--- src/design/dfu_sfx_pkg.sv ---
// Shared types, constants and the byte-wise CRC-32 step for the suffix checker.
// No dependencies; all design files but the macro header import this package.
package dfu_sfx_pkg;

  localparam int unsigned WinLen = 16;
  localparam int unsigned CntW   = $clog2(WinLen + 1);
  localparam int unsigned CrcLag = 4;

  localparam logic [31:0] CrcPoly   = 32'hEDB8_8320;
  localparam logic [31:0] CrcInit   = 32'hFFFF_FFFF;
  localparam logic [7:0]  SfxLength = 8'h10;
  localparam logic [15:0] VersionA  = 16'h0100;
  localparam logic [15:0] VersionB  = 16'h0101;
  localparam logic [7:0]  Sig0      = 8'h55;
  localparam logic [7:0]  Sig1      = 8'h46;
  localparam logic [7:0]  Sig2      = 8'h44;

  typedef enum logic [2:0] {
    ST_OK            = 3'd0,
    ST_TOO_SHORT     = 3'd1,
    ST_BAD_LENGTH    = 3'd2,
    ST_BAD_VERSION   = 3'd3,
    ST_BAD_SIGNATURE = 3'd4,
    ST_CRC_MISMATCH  = 3'd5
  } status_t;

  typedef struct packed {
    logic [7:0] data_byte;
    logic       last;
  } item_t;

  typedef struct packed {
    logic [2:0]  status;
    logic [31:0] computed_crc;
    logic [31:0] stored_crc;
  } result_t;

  // Reflected CRC-32 over one byte, eight shift/xor steps.
  function automatic logic [31:0] crc32_byte(logic [31:0] c, logic [7:0] b);
    logic [31:0] r;
    r = c ^ {24'h0, b};
    for (int k = 0; k < 8; k++) begin
      r = r[0] ? ((r >> 1) ^ CrcPoly) : (r >> 1);
    end
    return r;
  endfunction

endpackage

--- src/design/dfu_sfx_core.sv ---
// Tail window, byte count and delayed CRC state, plus the suffix checks.
// Depends on dfu_sfx_pkg.
module dfu_sfx_core (
  input  logic               clk,
  input  logic               rst,
  input  logic               step,
  input  dfu_sfx_pkg::item_t item,
  output dfu_sfx_pkg::result_t result,
  output logic               done
);
  import dfu_sfx_pkg::*;

  logic [7:0]      window      [WinLen];
  logic [7:0]      window_next [WinLen];
  logic [CntW-1:0] seen_count;
  logic [CntW-1:0] seen_next;
  logic [31:0]     crc_reg;
  logic [31:0]     crc_next;
  logic [31:0]     stored;
  logic [15:0]     version;
  status_t         status;

  always_comb begin
    // the byte CrcLag places behind the new one enters the CRC
    crc_next = (seen_count >= CntW'(CrcLag)) ?
               crc32_byte(crc_reg, window[WinLen-CrcLag]) : crc_reg;
    for (int i = 0; i < WinLen - 1; i++) begin
      window_next[i] = window[i+1];
    end
    window_next[WinLen-1] = item.data_byte;
    seen_next = (seen_count < CntW'(WinLen)) ? seen_count + 1'b1 : seen_count;

    stored  = {window_next[15], window_next[14], window_next[13], window_next[12]};
    version = {window_next[7], window_next[6]};

    if (seen_next < CntW'(WinLen)) begin
      status = ST_TOO_SHORT;
    end else if (window_next[11] != SfxLength) begin
      status = ST_BAD_LENGTH;
    end else if (version != VersionA && version != VersionB) begin
      status = ST_BAD_VERSION;
    end else if (window_next[8] != Sig0 || window_next[9] != Sig1 ||
                 window_next[10] != Sig2) begin
      status = ST_BAD_SIGNATURE;
    end else if (crc_next != stored) begin
      status = ST_CRC_MISMATCH;
    end else begin
      status = ST_OK;
    end

    result.status       = status;
    result.computed_crc = crc_next;
    result.stored_crc   = stored;
    done                = step & item.last;
  end

  always_ff @(posedge clk) begin
    if (rst || done) begin
      crc_reg    <= CrcInit;
      seen_count <= '0;
      for (int i = 0; i < WinLen; i++) begin
        window[i] <= '0;
      end
    end else if (step) begin
      crc_reg    <= crc_next;
      seen_count <= seen_next;
      for (int i = 0; i < WinLen; i++) begin
        window[i] <= window_next[i];
      end
    end
  end

endmodule

--- config.mk ---
export PLATFORM = sky130hd
export DESIGN_NAME = dfu_sfx_core
export DESIGN_NICKNAME = d
export VERILOG_FILES = /design/src/design/dfu_sfx_pkg.sv /design/src/design/dfu_sfx_core.sv
export SDC_FILE = /design/constraint.sdc
export NUM_CORES = 1
export LEC_CHECK = 0
export ABC_AREA = 0
export BUFFER_PORTS_ARGS = -buffer_cell sky130_fd_sc_hd__buf_2
export CORE_MARGIN = 4
export CORE_UTILIZATION = 41
export CTS_CLUSTER_DIAMETER = 30
export CTS_CLUSTER_SIZE = 8
export DETAILED_ROUTE_END_ITERATION = 16
export GPL_ROUTABILITY_DRIVEN = 0
export PLACE_DENSITY = 0.74
export SKIP_CTS_REPAIR_TIMING = 1
export SLEW_MARGIN = 20
export SYNTH_ARGS = -nofsm -noshare
export SYNTH_HDL_FRONTEND = slang
export SYNTH_SLANG_ARGS = --single-unit
--- constraint.sdc ---
create_clock -name clk -period 2.9 [get_ports clk]
set_input_delay 0.435 -clock clk [delete_from_list [all_inputs] [get_ports clk]]
set_output_delay 0.435 -clock clk [all_outputs]
set_load 0.005 [all_outputs]
==> run_results.csv, run 1 <==
group,metric,value,unit
global_route,grt_pass1_wl,27100,um
power,p_per_area,502,nW/um^2
clocking,cts_buffer_depth,2,
sta,setup_ws,-0.794,ns
floorplan,dieWidth,132,um
global_route,grt_usage,0.197,
worst_setup_path,worstPathArrival,3.26,ns
logic_synthesis,syn_area,6350,sq um
logic_synthesis,yosysSeqAreaShare,0.452,
cells_and_area,drive_gt1_frac,0.341,
power,peakVddDrop,0.367,mV
global_route,antenna_found_initial,0,
logic_synthesis,synthDistinctLibCells,52,
clocking,cts-root-buf,"clkbuf_16",
run_status,outcome,"finished with violations",
floorplan,fp.dieArea,17600,sq um
min_path,hold_path_class,"in -> reg",
global_route,grt_max_degree,99,
floorplan,fp.coreArea,15200,sq um
logic_synthesis,async_flop_share,0,
power,p_leak,3.53,nW
logic_synthesis,ys.flop_type,"edfxtp_1",
run,maxCapViolCount,0,
cells_and_area,antenna_cells,0,
detailed_routing,ant_nets,0,
clocking,cts_inserted_buffers,9,
sta,rsz0062_at_grt,"true",
clocking,cts_tree,"yes",
placed_design,place_hpwl,12900,um
sta,fin_worst_skew,0.0102,ns
sta,drv_slew,0,
logic_synthesis,syn_inst,579,
clocking,clk_latency,0.37,ns
power,p_total,4.07,mW
clocking,h-tree-depth,3,
logic_synthesis,yosys_warnings,0,
cells_and_area,fillers,1295,
logic_synthesis,yosys.area_share.xor_xnor,0.220,
worst_setup_path,r2r_slack,0.35,ns
logic_synthesis,synth_mux_area_frac,0.0476,
logic_synthesis,synth_fa_ha_area_frac,0.00394,
global_route,grt_pass1_vias,4887,
detailed_routing,viasPerCell,5.32,
logic_synthesis,synthSimpleGateAreaFrac,0.166,
clocking,clkTransAtPathRegs,0.08,ns
floorplan,rows,45,
sta,tightest_slew,1.05,ns
clocking,cts_num_sinks,108,
placed_design,numPortBuffers,79,
logic_synthesis,synth_compound_area_frac,0.0496,
worst_setup_path,end_kind,"primary output",
sta,period_needed,3.69,ns
detailed_routing,dr.pass1.iters,7,
run_status,violations,"setup timing",
detailed_routing,drc,0,
global_route,grt_remaining_overflow,0,
worst_setup_path,path_class,"reg -> out",
sta,post-route-period-util,1.27,
cells_and_area,largest_register_ffs,71,
sta,timing.slew.headroom,0.300,
floorplan,die_h,132,um
logic_synthesis,synth_top_family_by_area,"XOR/XNOR gates",
worst_setup_path,cp.required,2.47,ns
logic_synthesis,syn-num-nets,593,
cells_and_area,fin_nets,731,
sta,setup_viol,8,
logic_synthesis,synth-seq-cells,108,
worst_setup_path,worstPathMaxFanout,3,
placed_design,dpl_cell_area,7480,sq um
sta,hold_viol_final,0,
detailed_routing,wl_per_cell,19.6,um
detailed_routing,routed_wl,17800,um
cells_and_area,layout-area-overhead-vs-synth,27.6,%
logic_synthesis,synth.avg_cell_area,11.0,sq um
floorplan,pin_count,80,
sta,fmax,271,MHz
logic_synthesis,synth_edf_count,71,
floorplan,start_util,0.418,
worst_setup_path,startpoint_type,"flip-flop",
detailed_routing,vias,4838,
cells_and_area,final_area,8110,sq um
detailed_routing,drt_iter0_drc,437,
==> metal layers <==
metal	GRT usage	vias up	share of wire	routed length [um]
met5	0	-	0	0
met4	0.0751	0	0.035	633
met3	0.0475	45	0.062	1100
met2	0.328	218	0.50	8910
met1	0.251	2339	0.40	7200
li1	-	2236	-	-
==> cells in the final DEF, fill, tap and decap left out, types with 5 or more instances in the layout <==
cell type and instances:
nor4_1 6, buf_2 76, xnor2_1 28, inv_1 12
and3_1 24, buf_6 10, o21ai_1 5, buf_4 91
a21oi_1 12, clkbuf_16 9, dfxtp_1 36, buf_12 7
nand2_1 59, edfxtp_1 71, and2_1 44, xnor2_4 12
o21ai_0 12, nor4b_1 5, xnor2_2 8, xor2_1 44
nor2_1 35, mux2i_1 27, nand4_1 6, xnor3_1 13
==> kinds of logic (layout without fill, tap and decap cells) <==
logic type / count (synthesis) / in the layout
AOI/OAI and AO/OA: 52 / 52
xor gates and xnor gates: 113 / 113
adders and majority gates: 2 / 2
buffers and inverters: 71 / 214
DFF: 108 / 108
muxes: 30 / 30
and+or+nand+nor: 203 / 203
==> synth_stat cells, drive strengths merged, types with 2 or more instances <==
cell    number  area [sq um]
a21oi       14          70.1
a31oi        3          18.8
and2        44           275
and3        24           150
buf         37           260
clkbuf      21          78.8
dfxtp       37           741
edfxtp      71          2130
ha           2          25.0
inv         13          48.8
mux2         2          22.5
mux2i       28           280
nand2       59           221
nand2b       4          25.0
nand3        2          10.0
nand4        6          37.5
nor2        36           135
nor2b        2          12.5
nor3         5          25.0
nor4         8          56.3
nor4b        5          43.8
nor4bb       2          20.0
o21ai       21           109
o22ai        3          18.8
or2          2          12.5
or3          2          12.5
xnor2       48           537
xnor3       14           317
xor2        47           449
xor3         4          95.1
==> per-stage QoR <==
step                instances  setup TNS (ns)  hold WS, ns  worst slack (ns)   util
global route              910           -2.83        0.401            -0.838  0.534
global placement          883          -0.884        0.509            -0.465  0.492
floorplan                 579          -0.108        0.467           -0.0569      -
finish                    910           -2.15        0.386            -0.794  0.534
CTS                       899           -2.65        0.386            -0.879  0.510
detailed placement        883          -0.860        0.513            -0.447  0.492
==> path summary, 6_finish.rpt <==
path / endpoint / start / cells past startpoint
min: window[0][121] / item[2] / 2
min reg2reg: window[0][82] / window[0][90] / 1
max: result[66] / window[0][99] / 10
max reg2reg: crc_reg[24] / window[0][103] / 11
==> critical path, stage by stage, from the launching register on <==
cell      delay, ns
edfxtp_1       0.48
xnor2_4        0.20
buf_12         0.14
xnor2_4        0.22
xnor3_1        0.40
mux2i_1        0.18
or4_1          0.50
nor4_2         0.22
and4_4         0.31
a311oi_2       0.10
buf_2          0.15
==> cell type report <==
type	count	area, sq um	area share
inverters	13	48.8	0.00602
clock buffers	10	229	0.0282
multi-input cells	400	3340	0.412
flip-flops and latches	108	2870	0.354
clock inverters	6	50.0	0.00617
well taps	188	235	0.0290
repair buffers	185	1330	0.164
==> power by group <==
| group | internal [mW] | switching [mW] |
|---|---|---|
| clock network | 0.591 | 0.593 |
| logic | 0.574 | 0.516 |
| registers | 1.72 | 0.0707 |
Note: power is estimated with default switching activity, not from simulation.
==> run 2: changes to the inputs <==
--- a/config.mk
+++ b/config.mk
@@ -5,7 +5,7 @@
 export SDC_FILE = /design/constraint.sdc
 export NUM_CORES = 1
 export LEC_CHECK = 0
-export ABC_AREA = 0
+export ABC_AREA = 1
 export BUFFER_PORTS_ARGS = -buffer_cell sky130_fd_sc_hd__buf_2
 export CORE_MARGIN = 4
 export CORE_UTILIZATION = 41
@@ -13,7 +13,7 @@
 export CTS_CLUSTER_SIZE = 8
 export DETAILED_ROUTE_END_ITERATION = 16
 export GPL_ROUTABILITY_DRIVEN = 0
-export PLACE_DENSITY = 0.74
+export PLACE_DENSITY = 0.66
 export SKIP_CTS_REPAIR_TIMING = 1
 export SLEW_MARGIN = 20
 export SYNTH_ARGS = -nofsm -noshare
==> run_results.csv, run 2 <==
group,metric,value,unit
clocking,cts-root-buf,"clkbuf_16",
global_route,grt_remaining_overflow,0,
logic_synthesis,synth_edf_count,72,
clocking,h-tree-depth,3,
sta,period_needed,3.29,ns
logic_synthesis,synth_top_family_by_area,"simple AND/OR/NAND/NOR gates",
sta,fin_worst_skew,0.00871,ns
global_route,grt_max_degree,85,
min_path,hold_end,"seen_count[2]",
detailed_routing,vias,7063,
placed_design,numPortBuffers,79,
logic_synthesis,ys.flop_type,"edfxtp_1",
power,swShare,0.326,
cells_and_area,layout-area-overhead-vs-synth,30.9,%
power,p_int,2.73,mW
sta,rsz0062_at_grt,"true",
cells_and_area,antenna_cells,0,
logic_synthesis,synth.avg_cell_area,6.87,sq um
sta,setup_viol,2,
floorplan,fp.dieArea,19400,sq um
min_path,hold_path_class,"in -> reg",
logic_synthesis,synth_mux_area_frac,0,
power,p_per_area,439,nW/um^2
run_status,violations,"setup timing",
logic_synthesis,synth_most_common_cell,"nand2_1",
worst_setup_path,worstPathMaxFanout,6,
logic_synthesis,synthDistinctLibCells,35,
logic_synthesis,synthSimpleGateAreaFrac,0.391,
worst_setup_path,path_class,"reg -> out",
power,p_seq_frac,0.443,
clocking,cts_inserted_buffers,9,
global_route,antenna_found_initial,0,
worst_setup_path,r2r_start,"window[0][96]",
min_path,hold_start,"rst",
floorplan,dieWidth,139,um
logic_synthesis,synth_compound_area_frac,0.0435,
sta,fin_hold_ws,0.367,ns
cells_and_area,final_cell_mix,"nand2_1, inv_1, nand2_2",
logic_synthesis,synthTopCellsByArea,"edfxtp_1, nand2_1, dfxtp_1",
placed_design,place_hpwl,15500,um
cells_and_area,final_common_cell,"nand2_1",
worst_setup_path,r2r_cells,13,
logic_synthesis,yosys_warnings,0,
run,maxCapViolCount,0,
floorplan,start_util,0.422,
logic_synthesis,yosysTopAreaCellShare,0.307,
logic_synthesis,synth_fa_ha_area_frac,0.00355,
detailed_routing,drt_iter0_drc,647,
floorplan,fp.coreArea,16700,sq um
worst_setup_path,r2r_slack,0.90,ns
logic_synthesis,syn_area,7050,sq um
clocking,cts_num_sinks,109,
clocking,cts_tree,"yes",
sta,finalSetupTns,-0.694,ns
detailed_routing,routed_wl,21800,um
sta,fmax,304,MHz
sta,hold_viol_final,0,
cells_and_area,multiInputGateArea,3690,sq um
cells_and_area,fillers,1568,
worst_setup_path,end_kind,"primary output",
cells_and_area,largest_register_ffs,72,
power,peakVddDrop,0.299,mV
logic_synthesis,async_flop_share,0,
detailed_routing,ant_nets,0,
cells_and_area,fin_nets,1178,
logic_synthesis,syn-num-nets,1041,
sta,timing.slew.headroom,0.472,
cells_and_area,drive_gt1_frac,0.340,
global_route,grt_pass1_vias,6189,
logic_synthesis,yosysSeqAreaShare,0.412,
detailed_routing,wl_per_cell,15.7,um
clocking,clkTransAtPathRegs,0.09,ns
min_path,min_path_cells,4,
detailed_routing,dr.pass1.iters,5,
global_route,grt_usage,0.209,
power,switchingPower,1.32,mW
power,p_leak,4.58,nW
sta,post-route-period-util,1.13,
worst_setup_path,cp.required,2.47,ns
logic_synthesis,yosysTopAreaCell,"edfxtp_1",
clocking,cts_buffer_depth,2,
sta,setup_ws,-0.385,ns
logic_synthesis,synth-seq-cells,109,
worst_setup_path,startpoint_type,"flip-flop",
floorplan,die_h,139,um
cells_and_area,regArea,2910,sq um
worst_setup_path,worstPathArrival,2.85,ns
floorplan,rows,47,
worst_setup_path,timing.rr.end,"crc_reg[22]",
detailed_routing,viasPerCell,5.08,
logic_synthesis,synth_common_cells,"nand2_1, inv_1, nor2_1",
floorplan,pin_count,80,
run_status,outcome,"finished with violations",
detailed_routing,drc,0,
power,p_total,4.05,mW
clocking,clk_latency,0.37,ns
power,pwr-share-comb,0.233,
logic_synthesis,yosys.area_share.xor_xnor,0.00497,
power,power_frac_clock,0.323,
global_route,grt_pass1_wl,32300,um
sta,drv_slew,0,
logic_synthesis,syn_inst,1027,
sta,tightest_slew,0.790,ns
[run 2: cell count changes after synthesis, sizes merged, moves of 14 or more]
cell   before  now
nor2       36  104
xnor3      14    0
inv        13  169
xor2       47    4
o21ai      21    7
nand3       2   87
nand2      59  424
mux2i      28    0
and2       44    0
and3       24    0
xnor2      48    0
a22oi       1   19
[run 2: metrics by stage]
stage                     utilization  setup WS (ns)  area (sq um)  cells
after floorplan                     -          0.402          7050   1027
final                           0.553         -0.385          9230   1389
after CTS                       0.495         -0.630          8260   1352
after global placement          0.476         -0.173          7950   1336
after global routing            0.553         -0.576          9230   1389
after detailed placement        0.476         -0.210          7950   1336
[run 2: worst max-delay path by stage]
stage / startpoint / endpoint / depth (start not counted)
global route: window[0][101] / result[64] / 23
global placement: window[0][98] / result[64] / 22
finish: window[0][96] / result[64] / 23
floorplan: item[0] / crc_reg[0] / 9
CTS: window[0][98] / result[64] / 21
detailed placement: window[0][98] / result[64] / 21
[run 2: metal layers]
| layer | share of wire | GRT usage |
|---|---|---|
| met5 | 0 | 0 |
| met4 | 0.035 | 0.0824 |
| met3 | 0.064 | 0.0266 |
| met2 | 0.47 | 0.336 |
| met1 | 0.43 | 0.286 |
[run 2: layout make-up]
cell class | count | share of cell area
Sequential cell | 109 | 0.315
Clock buffer | 9 | 0.0244
Multi-Input combinational cell | 691 | 0.400
Clock inverter | 7 | 0.00921
Inverter | 170 | 0.0698
Timing Repair Buffer | 183 | 0.152
Tap cell | 220 | 0.0298
[run 2: power by group through the flow]
stage / logic [mW] / registers, mW / clock network, mW
after floorplan: 0.501 / 1.81 / 0
after global placement: 0.728 / 1.83 / 0
after CTS: 0.738 / 1.79 / 1.33
final: 0.945 / 1.80 / 1.31
after detailed placement: 0.734 / 1.83 / 0
after global routing: 1.03 / 1.81 / 1.38
[run 2: cells by family (layout without fill, tap and decap cells)]
| logic type | after synthesis | count (layout) |
|---|---|---|
| xor gates and xnor gates | 4 | 4 |
| adders and majority gates | 2 | 2 |
| buffers and inverters | 228 | 369 |
| and+or+nand+nor | 638 | 639 |
| DFF | 109 | 109 |
| AOI/OAI and AO/OA | 46 | 46 |
[run 2: critical path, cell delays in order, from the launching register on]
cell,delay [ns]
edfxtp_1,0.49
inv_2,0.14
nand2_2,0.08
nand2_4,0.10
nand2_4,0.08
nand2_8,0.10
inv_4,0.05
nand2_2,0.08
nand2_4,0.08
nand2_2,0.07
nand2_1,0.07
nand2_2,0.10
o21ai_0,0.10
inv_1,0.10
nand2_2,0.07
nor2_2,0.10
nand2_2,0.07
nor2_4,0.14
nand2_1,0.07
nand2_1,0.06
nand2_1,0.05
nand2_1,0.05
nand2_1,0.04
buf_2,0.15
